`config.mk`:
```
export PLATFORM = sky130hd
export DESIGN_NAME = intel_hex_record_encoder_flat
export DESIGN_NICKNAME = d
export VERILOG_FILES = /design/src/ihex_pkg.sv /design/src/ihex_in_if.sv /design/src/ihex_out_if.sv /design/src/ihex_datapath.sv /design/src/ihex_ctrl.sv /design/src/intel_hex_record_encoder.sv /design/src/flat_wrapper.sv
export SDC_FILE = /design/constraint.sdc
export NUM_CORES = 1
export LEC_CHECK = 0
export BUFFER_PORTS_ARGS = -buffer_cell sky130_fd_sc_hd__clkbuf_2
export CORE_UTILIZATION = 63
export CTS_CLUSTER_DIAMETER = 100
export CTS_CLUSTER_SIZE = 16
export DETAILED_ROUTE_END_ITERATION = 8
export PLACE_DENSITY = 0.81
export SLEW_MARGIN = 40
export SYNTH_ARGS = -nofsm -noshare
export SYNTH_HDL_FRONTEND = slang
export SYNTH_SLANG_ARGS = --single-unit
```
`constraint.sdc`:
```
create_clock -name clk -period 6.6 [get_ports clk]
set_clock_uncertainty 0.05 [all_clocks]
set_input_delay 0.66 -clock clk [delete_from_list [all_inputs] [get_ports clk]]
set_output_delay 0.66 -clock clk [all_outputs]
set_load 0.01 [all_outputs]
```
`src/ihex_pkg.sv`:
```
package ihex_pkg;

  // input operation codes
  localparam logic OP_DATA = 1'b0;
  localparam logic OP_END  = 1'b1;

  // ascii codes used in the record text
  localparam logic [6:0] CHAR_COLON   = 7'h3A;
  localparam logic [6:0] CHAR_ZERO    = 7'h30;
  localparam logic [6:0] CHAR_ONE     = 7'h31;
  localparam logic [6:0] CHAR_NINE    = 7'h39;
  localparam logic [6:0] CHAR_A       = 7'h41;
  localparam logic [6:0] CHAR_F       = 7'h46;
  localparam logic [6:0] CHAR_NL      = 7'h0A;
  localparam logic [6:0] CHAR_HEX_BIAS = 7'h37;

  // record layout: colon, count, address, type before the data digits
  localparam int HEAD_LEN = 9;
  localparam int EOF_LEN  = 12;

  localparam logic [15:0] START_ADDRESS_RESET = 16'h8000;

  // controller to datapath commands
  typedef struct packed {
    logic write;       // store the accepted data byte
    logic end_stream;  // close the current stream
    logic emit;        // load the next character into the output register
    logic last;        // that character ends the run
    logic eof_sel;     // character comes from the end-of-file record
    logic pos_step;    // advance the character position
    logic pos_clear;   // restart the character position
    logic rec_done;    // data record fully sent
  } dp_cmd_t;

  // datapath to controller status
  typedef struct packed {
    logic active;      // a byte was taken in this stream
    logic fill_zero;   // no bytes pending
    logic full_after;  // the next data byte completes a record
    logic rec_last;    // position is the record newline
    logic eof_last;    // position is the end-of-file newline
    logic out_free;    // output register can take a character
  } dp_status_t;

  // upper-case hex digit
  function automatic logic [6:0] hex_char(input logic [3:0] n);
    if (n < 4'd10) begin
      hex_char = CHAR_ZERO + 7'(n);
    end else begin
      hex_char = CHAR_HEX_BIAS + 7'(n);
    end
  endfunction

  // text of the end-of-file record ":00000001FF\n"
  function automatic logic [6:0] eof_char(input logic [3:0] idx);
    unique case (idx)
      4'd0:    eof_char = CHAR_COLON;
      4'd8:    eof_char = CHAR_ONE;
      4'd9:    eof_char = CHAR_F;
      4'd10:   eof_char = CHAR_F;
      4'd11:   eof_char = CHAR_NL;
      default: eof_char = CHAR_ZERO;
    endcase
  endfunction

endpackage

```
`src/ihex_in_if.sv`:
```
interface ihex_in_if;
  logic       valid;
  logic       ready;
  logic       op;
  logic [7:0] data_byte;

  modport source (output valid, output op, output data_byte, input ready);
  modport sink (input valid, input op, input data_byte, output ready);
endinterface

```
`src/ihex_out_if.sv`:
```
interface ihex_out_if;
  logic       valid;
  logic       ready;
  logic [6:0] char_code;
  logic       last_of_run;

  modport source (output valid, output char_code, output last_of_run, input ready);
  modport sink (input valid, input char_code, input last_of_run, output ready);
endinterface

```
`src/ihex_datapath.sv`:
```
module ihex_datapath #(
  parameter int RECORD_BYTES = 16
) (
  input  logic                 clk,
  input  logic                 rst,
  input  logic                 cfg_wr_en,
  input  logic [15:0]          cfg_wr_data,
  input  logic [7:0]           in_data,
  input  ihex_pkg::dp_cmd_t    cmd,
  output ihex_pkg::dp_status_t status,
  output logic                 out_valid,
  input  logic                 out_ready,
  output logic [6:0]           out_char,
  output logic                 out_last
);

  localparam int FILL_W = $clog2(RECORD_BYTES + 1);
  localparam int IDX_W  = (RECORD_BYTES > 1) ? $clog2(RECORD_BYTES) : 1;
  localparam int POS_W  = $clog2(ihex_pkg::HEAD_LEN + 3 + 2 * RECORD_BYTES);

  logic [15:0]       start_address;
  logic [15:0]       record_address;
  logic [FILL_W-1:0] fill;
  logic [7:0]        data_sum;
  logic              active;
  logic [POS_W-1:0]  pos;
  logic [POS_W-1:0]  pos_next;
  logic [7:0]        line_store [RECORD_BYTES];

  logic [FILL_W-1:0] fill_base;
  logic [FILL_W-1:0] fill_inc;
  logic [POS_W-1:0]  dpos;
  logic [POS_W-1:0]  dpos_next;
  logic [POS_W-1:0]  two_cnt;
  logic [IDX_W-1:0]  rd_idx;
  logic [7:0]        rd_byte;
  logic [7:0]        cnt8;
  logic [7:0]        sum8;
  logic [7:0]        checksum;
  logic [6:0]        rec_char;
  logic [6:0]        char_next;

  // fill position as seen by an incoming byte
  assign fill_base = active ? fill : '0;
  assign fill_inc  = fill_base + FILL_W'(1);

  // configuration register
  always_ff @(posedge clk) begin
    if (rst) begin
      start_address <= ihex_pkg::START_ADDRESS_RESET;
    end else if (cfg_wr_en) begin
      start_address <= cfg_wr_data;
    end
  end

  // line store, written one byte per data transfer
  always_ff @(posedge clk) begin
    if (cmd.write) begin
      line_store[fill_base[IDX_W-1:0]] <= in_data;
    end
  end

  // stream and record state
  always_ff @(posedge clk) begin
    if (rst) begin
      record_address <= '0;
      fill           <= '0;
      data_sum       <= '0;
      active         <= 1'b0;
    end else begin
      if (cmd.write) begin
        fill   <= fill_inc;
        active <= 1'b1;
        if (!active) begin
          record_address <= start_address;
          data_sum       <= in_data;
        end else begin
          data_sum <= data_sum + in_data;
        end
      end
      if (cmd.end_stream) begin
        active <= 1'b0;
      end
      if (cmd.rec_done) begin
        record_address <= record_address + 16'(fill);
        fill           <= '0;
        data_sum       <= '0;
      end
    end
  end

  // character position within the record being sent
  always_comb begin
    if (cmd.pos_clear) begin
      pos_next = '0;
    end else if (cmd.pos_step) begin
      pos_next = pos + POS_W'(1);
    end else begin
      pos_next = pos;
    end
  end

  always_ff @(posedge clk) begin
    if (rst) begin
      pos <= '0;
    end else begin
      pos <= pos_next;
    end
  end

  // line store read, addressed by the position of the coming cycle
  assign dpos_next = pos_next - POS_W'(ihex_pkg::HEAD_LEN);
  assign rd_idx    = dpos_next[IDX_W:1];

  always_ff @(posedge clk) begin
    rd_byte <= line_store[rd_idx];
  end

  // record character for the current position
  assign dpos     = pos - POS_W'(ihex_pkg::HEAD_LEN);
  assign two_cnt  = POS_W'({fill, 1'b0});
  assign cnt8     = 8'(fill);
  assign sum8     = cnt8 + record_address[15:8] + record_address[7:0] + data_sum;
  assign checksum = 8'd0 - sum8;

  always_comb begin
    rec_char = ihex_pkg::CHAR_ZERO;
    if (pos < POS_W'(ihex_pkg::HEAD_LEN)) begin
      case (pos)
        POS_W'(0): rec_char = ihex_pkg::CHAR_COLON;
        POS_W'(1): rec_char = ihex_pkg::hex_char(cnt8[7:4]);
        POS_W'(2): rec_char = ihex_pkg::hex_char(cnt8[3:0]);
        POS_W'(3): rec_char = ihex_pkg::hex_char(record_address[15:12]);
        POS_W'(4): rec_char = ihex_pkg::hex_char(record_address[11:8]);
        POS_W'(5): rec_char = ihex_pkg::hex_char(record_address[7:4]);
        POS_W'(6): rec_char = ihex_pkg::hex_char(record_address[3:0]);
        default:   rec_char = ihex_pkg::CHAR_ZERO;
      endcase
    end else if (dpos < two_cnt) begin
      rec_char = dpos[0] ? ihex_pkg::hex_char(rd_byte[3:0])
                         : ihex_pkg::hex_char(rd_byte[7:4]);
    end else if (dpos == two_cnt) begin
      rec_char = ihex_pkg::hex_char(checksum[7:4]);
    end else if (dpos == two_cnt + POS_W'(1)) begin
      rec_char = ihex_pkg::hex_char(checksum[3:0]);
    end else begin
      rec_char = ihex_pkg::CHAR_NL;
    end
  end

  assign char_next = cmd.eof_sel ? ihex_pkg::eof_char(pos[3:0]) : rec_char;

  // output register
  always_ff @(posedge clk) begin
    if (rst) begin
      out_valid <= 1'b0;
    end else if (cmd.emit) begin
      out_valid <= 1'b1;
    end else if (out_ready) begin
      out_valid <= 1'b0;
    end
  end

  always_ff @(posedge clk) begin
    if (cmd.emit) begin
      out_char <= char_next;
      out_last <= cmd.last;
    end
  end

  // status back to the controller
  always_comb begin
    status.active     = active;
    status.fill_zero  = (fill == '0);
    status.full_after = (fill_inc == FILL_W'(RECORD_BYTES));
    status.rec_last   = (pos >= POS_W'(ihex_pkg::HEAD_LEN)) && (dpos == two_cnt + POS_W'(2));
    status.eof_last   = (pos == POS_W'(ihex_pkg::EOF_LEN - 1));
    status.out_free   = !out_valid || out_ready;
  end

endmodule

```
`src/ihex_ctrl.sv`:
```
module ihex_ctrl (
  input  logic                 clk,
  input  logic                 rst,
  input  logic                 in_valid,
  input  logic                 in_op,
  output logic                 in_ready,
  input  ihex_pkg::dp_status_t status,
  output ihex_pkg::dp_cmd_t    cmd
);

  localparam logic [1:0] S_IDLE = 2'd0;
  localparam logic [1:0] S_REC  = 2'd1;
  localparam logic [1:0] S_EOF  = 2'd2;

  logic [1:0] state;
  logic [1:0] state_next;
  logic       eof_pending;
  logic       eof_pending_next;
  logic       accept;

  assign in_ready = (state == S_IDLE);
  assign accept   = in_valid && in_ready;

  // sequencing of transfers and character emission
  always_comb begin
    state_next       = state;
    eof_pending_next = eof_pending;
    cmd              = '0;
    unique case (state)
      S_IDLE: begin
        if (accept) begin
          if (in_op == ihex_pkg::OP_DATA) begin
            cmd.write = 1'b1;
            if (status.full_after) begin
              state_next       = S_REC;
              eof_pending_next = 1'b0;
            end
          end else if (status.active) begin
            cmd.end_stream = 1'b1;
            if (status.fill_zero) begin
              state_next = S_EOF;
            end else begin
              state_next       = S_REC;
              eof_pending_next = 1'b1;
            end
          end
        end
      end
      S_REC: begin
        if (status.out_free) begin
          cmd.emit     = 1'b1;
          cmd.pos_step = 1'b1;
          if (status.rec_last) begin
            cmd.rec_done  = 1'b1;
            cmd.pos_clear = 1'b1;
            cmd.last      = !eof_pending;
            state_next    = eof_pending ? S_EOF : S_IDLE;
          end
        end
      end
      S_EOF: begin
        cmd.eof_sel = 1'b1;
        if (status.out_free) begin
          cmd.emit     = 1'b1;
          cmd.pos_step = 1'b1;
          if (status.eof_last) begin
            cmd.pos_clear = 1'b1;
            cmd.last      = 1'b1;
            state_next    = S_IDLE;
          end
        end
      end
      default: begin
        state_next = S_IDLE;
      end
    endcase
  end

  always_ff @(posedge clk) begin
    if (rst) begin
      state       <= S_IDLE;
      eof_pending <= 1'b0;
    end else begin
      state       <= state_next;
      eof_pending <= eof_pending_next;
    end
  end

endmodule

```
`src/intel_hex_record_encoder.sv`:
```
// Intel HEX encoder: bytes are gathered into type 00 records of up to RECORD_BYTES bytes
// and sent as upper-case ASCII, one character per cycle while the output is not stalled.
// The byte that fills a record starts the record text, 12 + 2*n characters, during which
// the input is held off. An end transfer sends any partial record, then the 12-character
// end-of-file record, and nothing when no byte was taken since reset or the previous end.
// The start address register loads the first record address of each stream; write it only
// while idle.
module intel_hex_record_encoder #(
  parameter int RECORD_BYTES = 16
) (
  input  logic        clk,
  input  logic        rst,
  input  logic        cfg_wr_en,
  input  logic [15:0] cfg_wr_data,
  ihex_in_if.sink     in_ch,
  ihex_out_if.source  out_ch
);

  ihex_pkg::dp_cmd_t    cmd;
  ihex_pkg::dp_status_t status;
  logic                 in_ready;

  assign in_ch.ready = in_ready;

  // controller
  ihex_ctrl u_ctrl (
    .clk      (clk),
    .rst      (rst),
    .in_valid (in_ch.valid),
    .in_op    (in_ch.op),
    .in_ready (in_ready),
    .status   (status),
    .cmd      (cmd)
  );

  // datapath
  ihex_datapath #(
    .RECORD_BYTES (RECORD_BYTES)
  ) u_datapath (
    .clk         (clk),
    .rst         (rst),
    .cfg_wr_en   (cfg_wr_en),
    .cfg_wr_data (cfg_wr_data),
    .in_data     (in_ch.data_byte),
    .cmd         (cmd),
    .status      (status),
    .out_valid   (out_ch.valid),
    .out_ready   (out_ch.ready),
    .out_char    (out_ch.char_code),
    .out_last    (out_ch.last_of_run)
  );

endmodule

```
`src/flat_wrapper.sv`:
```
// flat-port wrapper written by rule: the top's interface ports become plain ports
module intel_hex_record_encoder_flat 
#(
  parameter int RECORD_BYTES = 16
)
  (clk, rst, cfg_wr_en, cfg_wr_data, in_ch_valid, in_ch_op, in_ch_data_byte, in_ch_ready, out_ch_valid, out_ch_char_code, out_ch_last_of_run, out_ch_ready);
  ihex_in_if in_ch_i ();
  ihex_out_if out_ch_i ();
  input  logic clk;
  input  logic rst;
  input  logic cfg_wr_en;
  input  logic [15:0] cfg_wr_data;
  input wire logic [$bits(in_ch_i.valid)-1:0] in_ch_valid;
  input wire logic [$bits(in_ch_i.op)-1:0] in_ch_op;
  input wire logic [$bits(in_ch_i.data_byte)-1:0] in_ch_data_byte;
  output wire logic [$bits(in_ch_i.ready)-1:0] in_ch_ready;
  output wire logic [$bits(out_ch_i.valid)-1:0] out_ch_valid;
  output wire logic [$bits(out_ch_i.char_code)-1:0] out_ch_char_code;
  output wire logic [$bits(out_ch_i.last_of_run)-1:0] out_ch_last_of_run;
  input wire logic [$bits(out_ch_i.ready)-1:0] out_ch_ready;
  assign in_ch_i.valid = in_ch_valid;
  assign in_ch_i.op = in_ch_op;
  assign in_ch_i.data_byte = in_ch_data_byte;
  assign in_ch_ready = in_ch_i.ready;
  assign out_ch_valid = out_ch_i.valid;
  assign out_ch_char_code = out_ch_i.char_code;
  assign out_ch_last_of_run = out_ch_i.last_of_run;
  assign out_ch_i.ready = out_ch_ready;
  intel_hex_record_encoder #(.RECORD_BYTES(RECORD_BYTES)) u_core (.clk(clk), .rst(rst), .cfg_wr_en(cfg_wr_en), .cfg_wr_data(cfg_wr_data), .in_ch(in_ch_i), .out_ch(out_ch_i));
endmodule
```
==> results.yml <==
worst_setup_path:
  max_stage_delay_ns: 0.65
  critPathBufInv: 3
  cp_max_fo: 26
  cp_slowest_cell: "dfxtp_2"
  crit_path_end_kind: "register"
  cp.arrival_ns: 5.70
  path_delay_family: "simple AND/OR/NAND/NOR gates"
  cpMostUsedCell: "ha_1"
  crit_type: "reg2reg"
  cp-start-kind: "register"
  required_ns: 6.87
  cp_cell_sequence: "inv_1 > ha_1 > ha_1 > a21oi_1 > o2111ai_1 > nand4bb_1 > a21oi_1 > buf_4 > nand2b_1 > ha_1 > inv_1 > o2111ai_1 > o21ai_1 > a2bb2oi_1 > xnor2_1 > nor3_1 > nand2b_1 > o22ai_1 > or4_1"
sta:
  slew_violations: 0
  fin_tns_setup_ns: 0
  fin_crit_ns: 5.426
  hold_violations: 0
  grt_setup_unrepaired: "no"
  layout_setup_ws_ns: 1.174
  relSlewSlack_pct: 40.81
  worst_slew_pin_slew_ns: 0.8810
  fmax_mhz: 184.3
  finalCritPeriodShare_pct: 82.21
  setup_viol: 0
final_layout:
  fin_area_um2: 12110
  drive_above_1_share_pct: 8.864
  final_net_count: 1172
  fill_cells: 1224
  register_area_um2: 5366
  synthToLayoutAreaGrowth_pct: 8.077
  multi_input_area_um2: 5311
  antennaDiodeCount: 0
place:
  place_hpwl_mm: 19.34
  post-place-ws_ns: 1.027
  io_buffers: 39
  place_area_um2: 11510
  place_congestion: 0.9298
power_and_ir_drop:
  power_w: 0.003177
  power.density_nw_per_um2: 262.4
  cellLeakagePower_nw: 4.309
  peakVddDrop_uv: 247.9
clocking:
  post_cts_buffers: 0
  numCtsBuffers: 17
  clock-sinks: 200
  htree_levels: 4
  clockBufferDepth: 2
  clk_pin_slew_ns: 0.08
  cts_tree: "yes"
  cts_hold_buf: 0
  cts_resized: 0
  cts.root.buffer_cell: "clkbuf_16"
  clk_latency_ns: 0.44
global_route:
  antenna_found_initial: 0
  met2_usage_pct: 46.55
  grt_pass1_vias: 7618
  grt_use_met1_pct: 46.14
  grt.overflow.total: 0
  grt_max_degree: 60
  grt.busiest_layer: "met2"
  grt_usage_pct: 31.23
  grt_use_met3_pct: 5.761
  grt_pass1_wl_mm: 43.10
routing:
  via_per_inst: 6.433
  routed_wl_mm: 27.22
  firstDrtPassIters: 5
  drtIter0Drc: 985
  vias: 8415
  remaining_drc_errors: 0
  drtAntennaViolNets: 0
  wl_per_cell_um: 20.81
floorplanning:
  io_pins: 40
  die_h_um: 135.3
  dieArea_um2: 18320
  core_area_um2: 17360
  rows: 48
  initial_core_util_pct: 64.53
  die_w_um: 135.3
min_path:
  hold_class: "in2reg"
logic_synthesis:
  yosysSeqAreaShare_pct: 47.90
  synthesis.area_um2: 11200
  synth_flop_cell: "edfxtp_1"
  synth_fp_nets: 1162
  ys_ff_latch: 200
  synthMuxAreaShare_pct: 8.021
  synth_xor_area_share_pct: 3.664
  synth_enable_flop_cells: 136
  synthDistinctLibCells: 73
  postSynthAreaPerCell_um2: 10.57
  synth_top_family_by_area: "compound AO/OA/AOI/OAI gates"
  synth-async-reset-ratio_pct: 0
  synth-compound-area-share_pct: 14.26
  ys_warn_count: 0
  yosys.area_share.simple_pct: 12.28
  syn-instance-count: 1060
  yosys.area_share.adder_pct: 8.981
run_status:
  outcome: "finished, final reports clean"
flow_run:
  maxCapViolCount: 0
## metrics by stage
step                utilization (%)  hold WS (ns)  std cells
global route                  69.74        0.3857       1308
global placement              66.25        0.4263       1276
CTS                           69.69        0.3861       1308
floorplan                         -        0.3970       1060
detailed placement            66.29        0.4413       1276
finish                        69.74        0.3887       1308
## flip-flops by register name (all words and copies together), names as in the netlist, 2 cells and up
| name | count |
|---|---|
| u_core.u_datapath.line_store | 128 |
| u_core.u_datapath.fill | 5 |
| u_core.u_datapath.record_address | 16 |
| u_core.u_ctrl.state | 2 |
| u_core.u_datapath.data_sum | 8 |
| u_core.u_datapath.pos | 6 |
| u_core.u_datapath.rd_byte | 8 |
| u_core.u_datapath.start_address | 16 |
| u_core.u_datapath.out_char | 7 |
## cells in the final DEF, fill, tap and decap left out, types with 20 or more instances in the layout
| cell type | Yosys | routed |
|---|---|---|
| nor2_1 | 83 | 80 |
| inv_1 | 75 | 75 |
| xnor2_1 | 33 | 33 |
| clkbuf_2 | 0 | 38 |
| edfxtp_1 | 136 | 136 |
| mux2i_1 | 83 | 83 |
| nand3_1 | 20 | 20 |
| nor3_1 | 29 | 28 |
| o22ai_1 | 34 | 34 |
| a21oi_1 | 53 | 53 |
| a211oi_1 | 24 | 24 |
| nand2_1 | 77 | 77 |
| ha_1 | 58 | 58 |
| o21ai_0 | 40 | 40 |
| dfxtp_1 | 64 | 63 |
## synthesized netlist by cell type (14+ instances only)
cell type	instances	share of area (%)
ha_1	58	6.5
clkbuf_1	37	1.2
nor2_1	83	2.8
xnor2_1	33	2.6
edfxtp_1	136	36
mux2i_1	83	7.4
o21ai_0	40	1.8
nand3_1	20	0.89
fa_1	14	2.5
a211oi_1	24	1.6
inv_1	75	2.5
nor3_1	29	1.3
a21oi_1	53	2.4
dfxtp_1	64	11
o22ai_1	34	1.9
nand2_1	77	2.6
## per-layer routing
| metal | up-vias | wire [um] |
|---|---|---|
| li1 | 3918 | - |
| met1 | 4023 | 12060 |
| met2 | 426 | 12260 |
| met3 | 48 | 2358 |
| met4 | 0 | 547 |
| met5 | - | 0 |
## cell families (layout without fill, tap and decap cells)
logic type,count (synthesis),in the layout
buf+inv,133,156
flops,200,200
fa+ha+maj,72,72
simple gates,284,284
compound gates,242,242
mux,87,87
xor+xnor,42,42
## final cells by class
| type | count | share of cell area [%] |
|---|---|---|
| repair buffers | 46 | 2.171 |
| clock inverters | 15 | 1.364 |
| clock buffers | 17 | 3.514 |
| inverters | 78 | 2.419 |
| flip-flops and latches | 200 | 44.33 |
| well taps | 225 | 2.326 |
| multi-input cells | 727 | 43.88 |
## path summary, 6_finish.rpt
kind	slack, ns	end	start	cells after the start
max	1.17	u_core.u_datapath.rd_byte[4]	u_core.u_datapath.pos[0]	19
max reg2reg	1.17	u_core.u_datapath.rd_byte[4]	u_core.u_datapath.pos[0]	19
min	0.39	u_core.u_datapath.start_address[15]	cfg_wr_data[15]	2
min reg2reg	0.45	u_core.u_datapath.record_address[12]	u_core.u_datapath.record_address[12]	2
## where the power goes
part	internal (W)	leakage (nW)	switching (W)
logic	0.000272	2.28	0.000421
clock network	0.000515	0.286	0.000536
registers	0.00138	1.75	0.0000535
(Power assumes the default switching activity.)
